File: src/upd_pkg.sv
// Package for the URL percent decoder: character codes, the command record that
// travels from the front to the back, and the hex digit classifier.
// Used by upd_front, upd_queue, upd_back and url_percent_decoder_top.
package upd_pkg;

    // Character codes.
    localparam logic [7:0] CH_PERCENT = 8'h25;
    localparam logic [7:0] CH_PLUS    = 8'h2B;
    localparam logic [7:0] CH_SPACE   = 8'h20;
    localparam logic [7:0] CH_DIG_LO  = 8'h30;
    localparam logic [7:0] CH_DIG_HI  = 8'h39;
    localparam logic [7:0] CH_LOW_A   = 8'h61;
    localparam logic [7:0] CH_LOW_F   = 8'h66;
    localparam logic [7:0] CH_UP_A    = 8'h41;
    localparam logic [7:0] CH_UP_F    = 8'h46;

    // Offsets that turn a letter digit into its value (10 to 15).
    localparam logic [7:0] LOW_OFFSET = 8'h57;
    localparam logic [7:0] UP_OFFSET  = 8'h37;

    // Default depth of the command queue between front and back.
    localparam int QUEUE_DEPTH_DEF = 2;

    // Number of output beats that one input byte can cause.
    localparam int MAX_BEATS = 3;

    // One command: up to three output bytes, already with plus mapped to space.
    typedef struct packed {
        logic [1:0]                 cnt;
        logic [MAX_BEATS-1:0][7:0]  bytes;
        logic                       last;
    } upd_cmd_t;

    // Status of the front, seen by the top level.
    typedef struct packed {
        logic escape_idle;
        logic push;
    } front_stat_t;

    // Hex digit check: bit 4 is set for a valid digit, bits 3:0 hold its value.
    function automatic logic [4:0] hex_value(input logic [7:0] c);
        logic [7:0] diff;
        logic [4:0] res;
        diff = 8'h00;
        res  = 5'h00;
        if (c inside {[CH_DIG_LO:CH_DIG_HI]})
        begin
            diff = c - CH_DIG_LO;
            res  = {1'b1, diff[3:0]};
        end
        else if (c inside {[CH_LOW_A:CH_LOW_F]})
        begin
            diff = c - LOW_OFFSET;
            res  = {1'b1, diff[3:0]};
        end
        else if (c inside {[CH_UP_A:CH_UP_F]})
        begin
            diff = c - UP_OFFSET;
            res  = {1'b1, diff[3:0]};
        end
        return res;
    endfunction

    // Every emitted plus sign becomes a space.
    function automatic logic [7:0] map_plus(input logic [7:0] c);
        return (c == CH_PLUS) ? CH_SPACE : c;
    endfunction

endpackage

File: src/url_percent_decoder_top.sv
// Top level of the URL percent decoder: front, command queue and back.
// Depends on upd_pkg, upd_front, upd_queue and upd_back.
//
// The decoder takes one byte of a URL-encoded string per cycle while in_ready
// is high and sends out the decoded bytes, with out_last on the final byte of
// each string. A plain byte gives one beat; a '%' and a first hex digit are
// held and give no beat, the second digit gives the decoded byte. An escape
// broken by a non-hex byte or by the end of the string flushes the held
// characters literally, so that one input byte gives one to three beats;
// the back sends one beat per cycle while out_ready is high, and the command
// queue of QUEUE_DEPTH entries lets the input side go on until it fills. Every
// output plus sign, also one spelled by %2B, comes out as a space. The first
// beat of an accepted byte is offered once its command has passed through the
// queue and been loaded into the back's output register.
module url_percent_decoder_top #(
    parameter int QUEUE_DEPTH = upd_pkg::QUEUE_DEPTH_DEF
) (
    input  logic       clk,
    input  logic       rst_n,
    input  logic       in_valid,
    output logic       in_ready,
    input  logic [7:0] in_byte,
    input  logic       in_last,
    output logic       out_valid,
    input  logic       out_ready,
    output logic [7:0] out_byte,
    output logic       out_last
);

    upd_pkg::upd_cmd_t    front_cmd;
    upd_pkg::upd_cmd_t    head_cmd;
    upd_pkg::front_stat_t front_stat;
    logic                 head_valid;
    logic                 q_full;
    logic                 pop;
    logic [$clog2(QUEUE_DEPTH+1)-1:0] q_count;

    // Front: classify bytes into commands.
    upd_front u_front (
        .clk      (clk),
        .rst_n    (rst_n),
        .in_valid (in_valid),
        .in_ready (in_ready),
        .in_byte  (in_byte),
        .in_last  (in_last),
        .q_full   (q_full),
        .cmd      (front_cmd),
        .stat     (front_stat)
    );

    // Queue between front and back.
    upd_queue #(
        .DEPTH (QUEUE_DEPTH)
    ) u_queue (
        .clk        (clk),
        .rst_n      (rst_n),
        .push       (front_stat.push),
        .push_cmd   (front_cmd),
        .pop        (pop),
        .head_cmd   (head_cmd),
        .head_valid (head_valid),
        .full       (q_full),
        .count      (q_count)
    );

    // Back: send out the bytes of each command.
    upd_back u_back (
        .clk        (clk),
        .rst_n      (rst_n),
        .head_cmd   (head_cmd),
        .head_valid (head_valid),
        .pop        (pop),
        .out_valid  (out_valid),
        .out_ready  (out_ready),
        .out_byte   (out_byte),
        .out_last   (out_last)
    );

    // The queue never holds more commands than it has entries.
    assert property (@(posedge clk) disable iff (!rst_n)
        q_count <= ($clog2(QUEUE_DEPTH+1))'(QUEUE_DEPTH))
    else $error("command queue over its depth");

    // The back only takes a command that the queue holds.
    assert property (@(posedge clk) disable iff (!rst_n)
        pop |-> (q_count != '0))
    else $error("pop from an empty command queue");

    // The end of a string always leaves no escape pending.
    assert property (@(posedge clk) disable iff (!rst_n)
        (in_valid && in_ready && in_last) |=> front_stat.escape_idle)
    else $error("escape still pending after the last byte");

    // A push into a full queue can not happen.
    assert property (@(posedge clk) disable iff (!rst_n)
        front_stat.push |-> !q_full)
    else $error("push into a full command queue");

endmodule

File: src/upd_front.sv
// Front of the URL percent decoder: accepts input bytes, tracks the escape state
// and turns each byte into a command of zero to three output bytes.
// Depends on upd_pkg.
module upd_front (
    input  logic              clk,
    input  logic              rst_n,
    input  logic              in_valid,
    output logic              in_ready,
    input  logic [7:0]        in_byte,
    input  logic              in_last,
    input  logic              q_full,
    output upd_pkg::upd_cmd_t cmd,
    output upd_pkg::front_stat_t stat
);

    typedef enum logic [1:0] {
        PH_IDLE    = 2'd0,
        PH_PERCENT = 2'd1,
        PH_DIGIT   = 2'd2
    } phase_t;

    phase_t     phase_reg,      phase_next;
    logic [3:0] held_digit_reg, held_digit_next;
    logic [7:0] held_char_reg,  held_char_next;

    logic [4:0] hex;
    logic       is_hex;
    logic       accept;
    logic [1:0] prefix;
    logic       run_plain;
    logic       plain_emits;

    assign hex      = upd_pkg::hex_value(in_byte);
    assign is_hex   = hex[4];
    assign in_ready = !q_full;
    assign accept   = in_valid && in_ready;

    // A plain byte is swallowed only when it opens an escape before the end.
    assign plain_emits = !((in_byte == upd_pkg::CH_PERCENT) && !in_last);

    // Classify the byte against the pending escape.
    always_comb
    begin
        phase_next      = phase_reg;
        held_digit_next = held_digit_reg;
        held_char_next  = held_char_reg;
        prefix          = 2'd0;
        run_plain       = 1'b0;
        cmd.cnt         = 2'd0;
        cmd.bytes       = '0;
        cmd.last        = in_last;
        case (phase_reg)
            PH_PERCENT:
            begin
                if (is_hex && !in_last)
                begin
                    phase_next      = PH_DIGIT;
                    held_digit_next = hex[3:0];
                    held_char_next  = in_byte;
                end
                else
                begin
                    cmd.bytes[0] = upd_pkg::CH_PERCENT;
                    prefix       = 2'd1;
                    run_plain    = 1'b1;
                end
            end
            PH_DIGIT:
            begin
                if (is_hex)
                begin
                    cmd.bytes[0] = upd_pkg::map_plus({held_digit_reg, hex[3:0]});
                    cmd.cnt      = 2'd1;
                    phase_next   = PH_IDLE;
                end
                else
                begin
                    cmd.bytes[0] = upd_pkg::CH_PERCENT;
                    cmd.bytes[1] = held_char_reg;
                    prefix       = 2'd2;
                    run_plain    = 1'b1;
                end
            end
            default:
            begin
                run_plain = 1'b1;
            end
        endcase

        // Plain handling of the byte after any flushed escape characters.
        if (run_plain)
        begin
            if (plain_emits)
            begin
                phase_next        = PH_IDLE;
                cmd.bytes[prefix] = upd_pkg::map_plus(in_byte);
                cmd.cnt           = prefix + 2'd1;
            end
            else
            begin
                phase_next = PH_PERCENT;
                cmd.cnt    = prefix;
            end
        end
    end

    assign stat.push        = accept && (cmd.cnt != 2'd0);
    assign stat.escape_idle = (phase_reg == PH_IDLE);

    // Escape state registers.
    always_ff @(posedge clk or negedge rst_n)
    begin
        if (!rst_n)
        begin
            phase_reg      <= PH_IDLE;
            held_digit_reg <= 4'h0;
            held_char_reg  <= 8'h00;
        end
        else if (accept)
        begin
            phase_reg      <= phase_next;
            held_digit_reg <= held_digit_next;
            held_char_reg  <= held_char_next;
        end
    end

endmodule

File: src/upd_queue.sv
// Command queue between the front and the back of the URL percent decoder.
// A small circular buffer with a fill count. Depends on upd_pkg.
module upd_queue #(
    parameter int DEPTH = upd_pkg::QUEUE_DEPTH_DEF
) (
    input  logic                          clk,
    input  logic                          rst_n,
    input  logic                          push,
    input  upd_pkg::upd_cmd_t             push_cmd,
    input  logic                          pop,
    output upd_pkg::upd_cmd_t             head_cmd,
    output logic                          head_valid,
    output logic                          full,
    output logic [$clog2(DEPTH+1)-1:0]    count
);

    localparam int PTR_W = (DEPTH > 1) ? $clog2(DEPTH) : 1;
    localparam int CNT_W = $clog2(DEPTH + 1);

    upd_pkg::upd_cmd_t mem [DEPTH];

    logic [PTR_W-1:0] wr_ptr_reg, wr_ptr_next;
    logic [PTR_W-1:0] rd_ptr_reg, rd_ptr_next;
    logic [CNT_W-1:0] count_reg,  count_next;

    assign head_cmd   = mem[rd_ptr_reg];
    assign head_valid = (count_reg != '0);
    assign full       = (count_reg == CNT_W'(DEPTH));
    assign count      = count_reg;

    // Pointer and fill count update with wrap at the depth.
    always_comb
    begin
        wr_ptr_next = wr_ptr_reg;
        rd_ptr_next = rd_ptr_reg;
        count_next  = count_reg;
        if (push)
        begin
            wr_ptr_next = (wr_ptr_reg == PTR_W'(DEPTH - 1)) ? '0 : wr_ptr_reg + 1'b1;
        end
        if (pop)
        begin
            rd_ptr_next = (rd_ptr_reg == PTR_W'(DEPTH - 1)) ? '0 : rd_ptr_reg + 1'b1;
        end
        if (push && !pop)
        begin
            count_next = count_reg + 1'b1;
        end
        else if (pop && !push)
        begin
            count_next = count_reg - 1'b1;
        end
    end

    // Control registers.
    always_ff @(posedge clk or negedge rst_n)
    begin
        if (!rst_n)
        begin
            wr_ptr_reg <= '0;
            rd_ptr_reg <= '0;
            count_reg  <= '0;
        end
        else
        begin
            wr_ptr_reg <= wr_ptr_next;
            rd_ptr_reg <= rd_ptr_next;
            count_reg  <= count_next;
        end
    end

    // Storage write.
    always_ff @(posedge clk)
    begin
        if (push)
        begin
            mem[wr_ptr_reg] <= push_cmd;
        end
    end

endmodule

File: src/upd_back.sv
// Back of the URL percent decoder: takes commands from the queue and sends
// their bytes out one beat per cycle while out_ready is high. Depends on upd_pkg.
module upd_back (
    input  logic              clk,
    input  logic              rst_n,
    input  upd_pkg::upd_cmd_t head_cmd,
    input  logic              head_valid,
    output logic              pop,
    output logic              out_valid,
    input  logic              out_ready,
    output logic [7:0]        out_byte,
    output logic              out_last
);

    upd_pkg::upd_cmd_t cur_reg;
    logic              cur_valid_reg;
    logic [1:0]        idx_reg;
    logic              final_beat;
    logic              done;
    logic              load;

    assign final_beat = (idx_reg == (cur_reg.cnt - 2'd1));
    assign done       = cur_valid_reg && out_ready && final_beat;
    assign load       = !cur_valid_reg || done;
    assign pop        = load && head_valid;

    assign out_valid = cur_valid_reg;
    assign out_byte  = cur_reg.bytes[idx_reg];
    assign out_last  = cur_reg.last && final_beat;

    // Beat sequencing over the current command.
    always_ff @(posedge clk or negedge rst_n)
    begin
        if (!rst_n)
        begin
            cur_valid_reg <= 1'b0;
            idx_reg       <= 2'd0;
        end
        else if (load)
        begin
            cur_valid_reg <= head_valid;
            idx_reg       <= 2'd0;
        end
        else if (out_ready)
        begin
            idx_reg <= idx_reg + 2'd1;
        end
    end

    // Command payload.
    always_ff @(posedge clk)
    begin
        if (pop)
        begin
            cur_reg <= head_cmd;
        end
    end

endmodule
File: config.mk
export PLATFORM = sky130hd
export DESIGN_NAME = url_percent_decoder_top
export DESIGN_NICKNAME = d
export VERILOG_FILES = /design/src/upd_pkg.sv /design/src/url_percent_decoder_top.sv /design/src/upd_front.sv /design/src/upd_queue.sv /design/src/upd_back.sv
export SDC_FILE = /design/constraint.sdc
export NUM_CORES = 1
export LEC_CHECK = 0
export ABC_AREA = 1
export BUFFER_PORTS_ARGS = -buffer_cell sky130_fd_sc_hd__buf_2
export CAP_MARGIN = 10
export CORE_UTILIZATION = 53
export CTS_CLUSTER_DIAMETER = 100
export CTS_CLUSTER_SIZE = 28
export DETAILED_ROUTE_END_ITERATION = 8
export PLACE_DENSITY_LB_ADDON = 0.12
export SYNTH_ARGS = -nofsm -noshare
export SYNTH_HDL_FRONTEND = slang
export SYNTH_SLANG_ARGS = --single-unit
File: constraint.sdc
create_clock -name clk -period 4.7 [get_ports clk]
set_input_delay 0.235 -clock clk [delete_from_list [all_inputs] [get_ports clk]]
set_output_delay 0.235 -clock clk [all_outputs]
set_load 0.01 [all_outputs]
==> results by group <==
Run status
  – Run status: completed

CTS
  – Clk buf depth: 2
  – CTS buffer count: 9
  – CTS tree: done
  – Post-CTS Setup Bufs: 0
  – CTS Root Cell: clkbuf_8
  – Clock Sinks: 102
  – H-Tree Depth: 3
  – Clock slew at reported path FFs: 0.10 ns
  – Worst skew pair latency: 0.36 ns

Timing
  – Fin crit share: 0.653
  – Fin crit period: 3.07 ns
  – Unrepaired setup endpoints after global routing: no
  – Final count of negative-setup-slack endpoints: 0
  – Clk_skew: 0.0130 ns
  – Max-slew headroom: 0.312
  – Setup slack after layout: 1.63 ns
  – Hold Vio Cnt, Final: 0
  – Actual slew at the worst max-slew pin: 1.03 ns
  – Highest clock rate: 326 MHz
  – TNS Setup: 0 ns
  – Final Max Tran Viols: 0

Critical path
  – CP Data Required Time: 4.68 ns
  – CP endpoint kind: flip-flop
  – Crit path max fanout: 27
  – CP Class: reg2reg
  – Startpoint class of the critical path: flip-flop
  – Crit path DAT: 3.05 ns

Cells and area
  – Fillcell total: 709
  – Multi-input combinational cell area: 0.00142 sq mm
  – Fin nets: 498
  – Max FFs per register: 54
  – Area grow syn2layout: 8.50%
  – Layout cells sized above 1: 0.125
  – Leading cell types in the layout, fill and taps excluded: nand2_1 (139), edfxtp_1 (81), inv_1 (53), nor2_1 (27), buf_2 (23)
  – Antenna Cells: 0
  – Most common cell after layout, fill and taps aside: nand2_1
  – FF/Latch Area: 0.00296 sq mm

Floorplanning
  – Ports: 24
  – Initial core utilization: 0.558
  – Die area: 0.00915 sq mm
  – Die X: 95.7 microns
  – Row cnt: 33
  – Core area: 0.00834 sq mm
  – Die height: 95.7 microns

Detailed routing
  – Routed Antenna Nets: 0
  – Initial DRC count: 138
  – DR DRC count: 0
  – First drt pass iteration count: 4
  – Total number of vias: 2995
  – Via-to-Cell Ratio: 5.12
  – Post-DR wirelength/cell: 14.7 microns
  – Overall routed net length: 8580 microns

Placement
  – GPL Wtd Cong: 0.899
  – HPWL after detailed placement: 6180 microns
  – I/O Buffers: 23
  – Pre-CTS setup slack: 1.35 ns

Synth
  – Synth top area cells: edfxtp_1 (52%), dfrtp_1 (11%), nand2_1 (11%)
  – Syn avg cell area: 10.3 sq um
  – Post-Synth XOR/XNOR Area: 0.0132
  – Post-synth top area share: 0.523
  – Yosys warns: 0
  – Mapped Area: 0.00465 sq mm
  – Area leader, netlist: edfxtp_1
  – Simple-Gate Fraction of Synth Area: 0.203
  – Gate Count Post-Synth: 451
  – Synth unique cells: 36
  – Seq/Total Area, Yosys: 0.636
  – Number of synthesized flops with an enable pin: 81
  – Syn Nets: 474
  – Adder-Cell Fraction of Synth Area: 0.0269
  – Compound-gate portion of the synthesized area: 0.0600
  – Yosys reg bits: 102
  – Ys flop type: edfxtp_1
  – Synth async-reset ratio: 0.206
  – Main combinational cell family by area after synthesis: simple AND/OR/NAND/NOR gates
  – Mux share of post-synthesis cell area: 0.00215

Power and ir drop
  – Lkg Pwr: 2.15 nW
  – Pwr dens: 551 mW/mm^2
  – Peak VDD IR: 0.000202 V

Flow run
  – Max-cap violation count: 0

Min path
  – Hold Crit Class: in2reg

Global route
  – Largest net degree at the start of global routing: 29
  – Initial antenna violation count: 0
  – Global-route wire length before repair: 13600 microns
  – Total Routing Usage GR: 0.206
  – Gr ovfl total: 0
  – Vias in the first global route: 2759
-- metal layers --
layer	global-route usage	wire [microns]	up-vias
met4	0.102	170	0
met3	0.0359	321	14
met1	0.280	4090	1376
li1	-	-	1542
met2	0.321	4000	63
met5	0	0	-
-- path summary, 6_finish.rpt --
path                       depth (start not counted)                      from  slack (ns)                       end
min in group asynchronous                          2                     rst_n        0.38        u_queue.rd_ptr_reg
setup / recovery                                  10      u_front.phase_reg[0]        1.63         u_queue.mem[0][4]
max in group asynchronous                          2                     rst_n        3.94  u_front.held_char_reg[6]
hold / removal                                     1                   in_last         0.1         u_queue.mem[1][0]
setup reg to reg                                  10      u_front.phase_reg[0]        1.63         u_queue.mem[0][4]
hold reg to reg                                    2  u_front.held_char_reg[7]        0.48  u_front.held_char_reg[7]
-- power breakdown --
group          leakage, nW  switching [mW]  internal, mW
sequential            1.04           0.135          1.35
combinational         1.02           0.528         0.250
clock               0.0865           0.309         0.202
total                 2.15           0.971          1.81
-- synth_stat cells, drive strengths merged, types with 3 or more instances --
| library cell | count |
|---|---|
| o21ai | 20 |
| nor2 | 29 |
| ha | 10 |
| nand2 | 147 |
| nand3 | 25 |
| xor2 | 3 |
| nand4 | 6 |
| inv | 58 |
| o31ai | 8 |
| nor3 | 4 |
| xnor2 | 4 |
| dfrtp | 21 |
| edfxtp | 81 |
| buf | 3 |
| clkbuf | 9 |
| o22ai | 14 |
-- cell type report --
type | instances | share of cell area
Clock buffer | 10 | 0.0253
Clock inverter | 6 | 0.0109
Inverter | 59 | 0.0439
Multi-Input combinational cell | 278 | 0.281
Sequential cell | 102 | 0.586
Tap cell | 105 | 0.0260
Timing Repair Buffer | 25 | 0.0263
-- timing repair --
| action | CTS | global route |
|---|---|---|
| endpoints found under the hold margin | 21 | 0 |
| gates resized for setup | 0 | 0 |
| hold buffers | 1 | 0 |
-- worst max-delay path, cell delays in order, from the launching register on --
cell and delay [ns]:
dfrtp_1 0.36, inv_1 0.06, ha_1 0.35, inv_1 0.18, nand3_1 0.21, ha_1 0.35
mux2i_1 0.14, nand2_1 0.10, nand3_2 0.10, nand3_1 0.09, inv_1 0.76
-- metrics by stage --
step / util / instances / area [sq um] / hold WS, ns / power (mW)
final: 0.605 / 585 / 5050 / 0.0995 / 2.78
after global routing: 0.605 / 585 / 5050 / 0.0833 / 2.98
after global placement: 0.582 / 568 / 4850 / 0.249 / 2.28
after CTS: 0.605 / 585 / 5050 / 0.0980 / 2.80
after detailed placement: 0.582 / 568 / 4850 / 0.250 / 2.30
after floorplan: - / 451 / 4650 / -0.0606 / 2.05
-- cell families (layout without fill, tap and decap cells) --
kind of cell	Yosys count	after routing
buffers and inverters	71	100
AO/OA/AOI/OAI	46	46
multiplexers	1	1
adder cells (fa/ha/maj)	10	10
XOR/XNOR	7	7
flip-flops	102	102
AND/OR/NAND/NOR	214	214
(Power assumes the default switching activity.)
